[config.mk]
export PLATFORM = sky130hd
export DESIGN_NAME = fbw_decode
export DESIGN_NICKNAME = d
export VERILOG_FILES = /design/src/hw/rtl/fbw_pkg.sv /design/src/hw/rtl/fbw_decode.sv
export SDC_FILE = /design/constraint.sdc
export NUM_CORES = 1
export LEC_CHECK = 0
export ABC_AREA = 1
export BUFFER_PORTS_ARGS = -buffer_cell sky130_fd_sc_hd__buf_4
export CAP_MARGIN = 20
export CORE_AREA = 3 3 72 74
export DETAILED_ROUTE_END_ITERATION = 12
export DIE_AREA = 0 0 75 77
export GPL_ROUTABILITY_DRIVEN = 1
export PLACE_DENSITY = 0.75
export SLEW_MARGIN = 5
export SYNTH_ARGS = -nofsm -noshare
export SYNTH_HDL_FRONTEND = slang
export SYNTH_SLANG_ARGS = --single-unit
[constraint.sdc]
create_clock -name vclk -period 1.3
set_input_delay 0.065 -clock vclk [all_inputs]
set_output_delay 0.065 -clock vclk [all_outputs]
set_load 0.03 [all_outputs]
[src/hw/rtl/fbw_pkg.sv]
package fbw_pkg;

  localparam int PAGES   = 8;
  localparam int COLUMNS = 128;
  localparam int DEPTH   = PAGES * COLUMNS;
  localparam int ADDR_W  = (DEPTH > 1) ? $clog2(DEPTH) : 1;

  localparam logic [2:0] FUNC_PIXEL = 3'd0;
  localparam logic [2:0] FUNC_BYTE  = 3'd1;
  localparam logic [2:0] FUNC_FIELD = 3'd2;
  localparam logic [2:0] FUNC_RUN   = 3'd3;
  localparam logic [2:0] FUNC_CLEAR = 3'd4;
  localparam logic [2:0] FUNC_READ  = 3'd5;

  typedef struct packed {
    logic [2:0] func;
    logic [7:0] column;
    logic [7:0] row;
    logic [7:0] page;
    logic [7:0] data;
    logic [2:0] first_bit;
    logic [2:0] last_bit;
    logic [3:0] bit_count;
    logic       invert;
  } fbw_in_t;

  typedef struct packed {
    logic [7:0] read_data;
    logic       in_range;
  } fbw_out_t;

  typedef struct packed {
    logic              is_clear;
    logic              is_read;
    logic              rd_hit;
    logic              wr0_en;
    logic              wr1_en;
    logic [ADDR_W-1:0] addr0;
    logic [ADDR_W-1:0] addr1;
    logic [7:0]        mask0;
    logic [7:0]        val0;
    logic [7:0]        mask1;
    logic [7:0]        val1;
  } fbw_op_t;

  function automatic logic [ADDR_W-1:0] frame_addr(input logic [7:0] pg,
                                                   input logic [7:0] col);
    logic [31:0] a;
    a = 32'(pg) * 32'(COLUMNS) + 32'(col);
    return a[ADDR_W-1:0];
  endfunction

endpackage

[src/hw/rtl/fbw_decode.sv]
module fbw_decode (
  input  fbw_pkg::fbw_in_t word,
  output fbw_pkg::fbw_op_t op
);

  logic [7:0]  row_page;
  logic [2:0]  row_bit;
  logic        col_ok;
  logic        page_ok;
  logic        row_page_ok;
  logic        next_page_ok;
  logic [7:0]  data_v;
  logic [7:0]  field_mask;
  logic [3:0]  cnt;
  logic [15:0] run;
  logic [15:0] run_val;
  logic [15:0] run_mask;

  always_comb begin
    row_page     = {3'b000, word.row[7:3]};
    row_bit      = word.row[2:0];
    col_ok       = {2'b00, word.column} < 10'(fbw_pkg::COLUMNS);
    page_ok      = {1'b0, word.page} < 9'(fbw_pkg::PAGES);
    row_page_ok  = {1'b0, row_page} < 9'(fbw_pkg::PAGES);
    next_page_ok = ({1'b0, row_page} + 9'd1) < 9'(fbw_pkg::PAGES);
    data_v       = word.invert ? ~word.data : word.data;

    if (word.first_bit <= word.last_bit) begin
      field_mask = (8'hff << word.first_bit) & (8'hff >> (3'd7 - word.last_bit));
    end else begin
      field_mask = 8'h00;
    end

    cnt      = (word.bit_count > 4'd8) ? 4'd8 : word.bit_count;
    run      = 16'((17'd1 << cnt) - 17'd1);
    run_val  = 16'(word.data) << row_bit;
    run_mask = run << row_bit;
    if (word.invert) begin
      run_val = ~run_val;
    end

    op          = '0;
    op.addr0    = fbw_pkg::frame_addr(word.page, word.column);
    op.addr1    = fbw_pkg::frame_addr(row_page + 8'd1, word.column);
    op.mask0    = 8'hff;
    op.val0     = data_v;
    op.mask1    = run_mask[15:8];
    op.val1     = run_val[15:8];

    case (word.func)
      fbw_pkg::FUNC_PIXEL: begin
        op.addr0  = fbw_pkg::frame_addr(row_page, word.column);
        op.mask0  = 8'h01 << row_bit;
        op.val0   = word.invert ? 8'h00 : 8'hff;
        op.wr0_en = row_page_ok && col_ok;
      end
      fbw_pkg::FUNC_BYTE: begin
        op.wr0_en = page_ok && col_ok;
      end
      fbw_pkg::FUNC_FIELD: begin
        op.mask0  = field_mask;
        op.wr0_en = page_ok && col_ok;
      end
      fbw_pkg::FUNC_RUN: begin
        op.addr0  = fbw_pkg::frame_addr(row_page, word.column);
        op.mask0  = run_mask[7:0];
        op.val0   = run_val[7:0];
        op.wr0_en = row_page_ok && col_ok;
        op.wr1_en = next_page_ok && col_ok && (run_mask[15:8] != 8'h00);
      end
      fbw_pkg::FUNC_CLEAR: begin
        op.is_clear = 1'b1;
      end
      fbw_pkg::FUNC_READ: begin
        op.is_read = 1'b1;
        op.rd_hit  = page_ok && col_ok;
      end
      default: begin
        op.is_read = 1'b0;
      end
    endcase
  end

endmodule

==> flow_summary.json <==
{
  "antenna_found_initial": 0,
  "outcome": "finished with violations",
  "dieArea_um2": 5780,
  "required_ns": 1.24,
  "cp.arrival_ns": 1.59,
  "end_kind": "output pin",
  "drtPass1Iterations": 4,
  "p_total_w": 0.00170,
  "final_max_slew_viol_count": 0,
  "cp-start-kind": "input pin",
  "grt_pass1_wl_mm": 11.4,
  "via_per_inst": 5.54,
  "drv_cap": 0,
  "pwr_density_cell_nw_per_um2": 465,
  "initialDrtViolationCount": 222,
  "yosys.cell_types.count": 40,
  "die_width_um": 75,
  "top_usage_layer": "met2",
  "routedWlPerCell_um": 15.2,
  "num_vias": 2876,
  "violations": "setup timing",
  "finalSetupViolCount": 17,
  "path_max_fanout": 4,
  "worstSetupPathType": "in2out",
  "port_buffers": 82,
  "synth_warnings": 0,
  "ioPinCount": 103,
  "first_global_vias": 2607,
  "layout-area-overhead-vs-synth_pct": 98.9,
  "syn_nets": 389,
  "hold_ws_ns": 0.130,
  "slew_headroom_pct": 70.8,
  "grt_use_met2_pct": 42.3,
  "period_share_pct": 127,
  "hold_violations": 0,
  "grtUsageTotal_pct": 23.5,
  "grt_max_degree": 20,
  "nClkBuffers": 0,
  "max_freq_ghz": 0.605,
  "utilization_pct": 78.6,
  "initial_core_util_pct": 39.5,
  "hold_path_depth": 0,
  "drt-total-wl_mm": 7.89,
  "rsz0062_at_grt": "yes",
  "drc": 0,
  "dpl_worst_slack_ns": -0.308,
  "syn-instance-count": 334,
  "avgSynthCellArea_um2": 5.51,
  "yosysSeqAreaShare_pct": 0,
  "finalNetCount": 522,
  "hpwl_mm": 5.50,
  "power.internal_w": 0.000758,
  "multi_input_area_um2": 2000,
  "clockPowerShare_pct": 0,
  "seqPwrFrac_pct": 0,
  "worst_slack_ns": -0.353,
  "combPwrFrac_pct": 100.0,
  "grtUsageMet3_pct": 1.44,
  "final_area_um2": 3660,
  "n_antenna_cell": 0,
  "p_leak_nw": 1.72,
  "drtAntennaViolNets": 0,
  "drive_above_1_share_pct": 59.8,
  "worst_pin_slew_ns": 0.437,
  "design.seq.count": 0,
  "peakVddDrop_mv": 0.221,
  "p_sw_w": 0.000946,
  "placed_area_um2": 3100,
  "seqCellArea_um2": 0,
  "switching_share_pct": 55.5,
  "overflow": 0,
  "row_count": 25,
  "period_minus_slack_ns": 1.65,
  "fill_cells": 316,
  "place.gp.congestion": 0.891,
  "fp.dieH_um": 77,
  "hp-class": "in2out",
  "syn_area_um2": 1840,
  "core_um2": 4660,
  "use_met1_pct": 30.1,
  "hold_buffers": 0
}
-- cell usage after synthesis --
| cell | number | area share (%) |
|---|---|---|
| inv_2 | 9 | 1.8 |
| nand2_2 | 4 | 1.4 |
| nand3_2 | 4 | 2.2 |
| buf_6 | 2 | 1.2 |
| nor2_4 | 4 | 2.4 |
| ha_1 | 9 | 6.1 |
| and3_1 | 1 | 0.34 |
| nor3_1 | 4 | 1.1 |
| buf_8 | 1 | 0.82 |
| buf_4 | 16 | 6.5 |
| a32oi_1 | 1 | 0.48 |
| nand2_1 | 75 | 15 |
| o22ai_1 | 2 | 0.68 |
| o22ai_2 | 1 | 0.68 |
| xor2_1 | 9 | 4.3 |
| nor2_2 | 1 | 0.34 |
| a31oi_1 | 4 | 1.4 |
| o21ai_0 | 22 | 6.0 |
| mux2i_1 | 2 | 1.1 |
| nor2_1 | 32 | 6.5 |
| nand3b_1 | 1 | 0.41 |
| o41ai_2 | 1 | 0.88 |
| a32o_1 | 1 | 0.54 |
| or2_1 | 1 | 0.34 |
| o211ai_1 | 10 | 4.1 |
| nand3_1 | 32 | 8.7 |
| nand4_1 | 3 | 1.0 |
| o221ai_1 | 2 | 0.95 |
| o2111ai_1 | 3 | 1.4 |
| xnor2_1 | 8 | 3.8 |
| inv_1 | 34 | 6.9 |
| buf_2 | 6 | 1.6 |
| a21oi_1 | 12 | 3.3 |
| clkbuf_4 | 1 | 0.41 |
| nand4_2 | 1 | 0.68 |
| o21a_1 | 1 | 0.41 |
| nor4_1 | 1 | 0.34 |
| clkbuf_1 | 2 | 0.41 |
| o21ai_1 | 9 | 2.4 |
| or2_2 | 2 | 0.68 |
-- worst max-delay path, cell delays in order --
cell,delay (ns)
buf_8,0.10
nor2_4,0.12
nand3_2,0.10
ha_4,0.20
inv_4,0.06
nor2_4,0.04
nand2_2,0.07
nand3_4,0.10
nand3_4,0.09
nand3_2,0.10
nand3_2,0.10
nand2_4,0.07
nor2_4,0.14
a21oi_4,0.07
buf_6,0.15
-- final timing paths --
| check | start | to | slack [ns] |
|---|---|---|---|
| hold / removal | word[40] | op[37] | 0.13 |
| setup / recovery | word[3] | op[52] | -0.35 |
-- cell families after synthesis --
group / synth area share [%]
buffers and inverters: 19.8
adder cells (fa/ha/maj): 6.12
multiplexers: 1.09
XOR/XNOR: 8.09
AO/OA/AOI/OAI: 23.2
AND/OR/NAND/NOR: 41.7
-- cell usage in the layout (no fill, tap or decap), types with 2 or more instances in the layout --
cell type / synthesis / layout
buf_4: 16 / 123
o2111ai_2: 0 / 2
nand2_2: 4 / 15
ha_1: 9 / 4
buf_12: 0 / 2
nand2_1: 75 / 55
nand3_1: 32 / 15
inv_2: 9 / 12
buf_6: 2 / 27
xnor2_1: 8 / 7
nand4_1: 3 / 3
buf_8: 1 / 4
a21oi_1: 12 / 8
nand2_4: 0 / 9
nand3_2: 4 / 17
nor2_1: 32 / 21
o211ai_1: 10 / 10
a21oi_2: 0 / 2
inv_1: 34 / 24
inv_4: 0 / 5
ha_4: 0 / 4
o21ai_2: 0 / 12
o221ai_1: 2 / 2
o21ai_1: 9 / 7
xor2_1: 9 / 5
nor2_4: 4 / 11
clkbuf_16: 0 / 2
nand3_4: 0 / 4
nor3_1: 4 / 3
a21oi_4: 0 / 2
xor2_2: 0 / 4
o21ai_0: 22 / 11
nor2_2: 1 / 5
a31oi_1: 4 / 3
-- cell type report --
class,instances,area share (%)
timing repair buffer,159,38.4
tap,54,1.85
inverter,43,5.06
multi-input combinational,263,54.7
-- per-layer routing --
layer / vias to the layer above / part of all wire, %
met5: - / 0
met4: 0 / 2.1
met3: 21 / 5.8
met2: 124 / 54
met1: 1357 / 38
li1: 1374 / -
-- through the flow --
| step | setup TNS [ns] | std cells |
|---|---|---|
| 3_5_place_dp | -3.76 | 509 |
| 5_1_grt | -4.73 | 519 |
| 2_1_floorplan | -0.388 | 334 |
| 6_report | -3.22 | 519 |
| 3_3_place_gp | -3.16 | 509 |
| 4_1_cts | -2.86 | 513 |
-- power by group through the flow --
stage          combinational [W]  sequential (W)  clock, W
2_1_floorplan           0.000950               0         0
3_3_place_gp             0.00141               0         0
3_5_place_dp             0.00143               0         0
4_1_cts                  0.00153               0         0
5_1_grt                  0.00181               0         0
6_report                 0.00170               0         0
-- timing repair --
item                                    in CTS  in global routing
pin swaps                                   24                 25
buffers inserted                             4                  6
endpoints found under the setup margin      24                 33
resized for setup                           53                 69
cloned                                       0                  2
(Power assumes the default switching activity.)
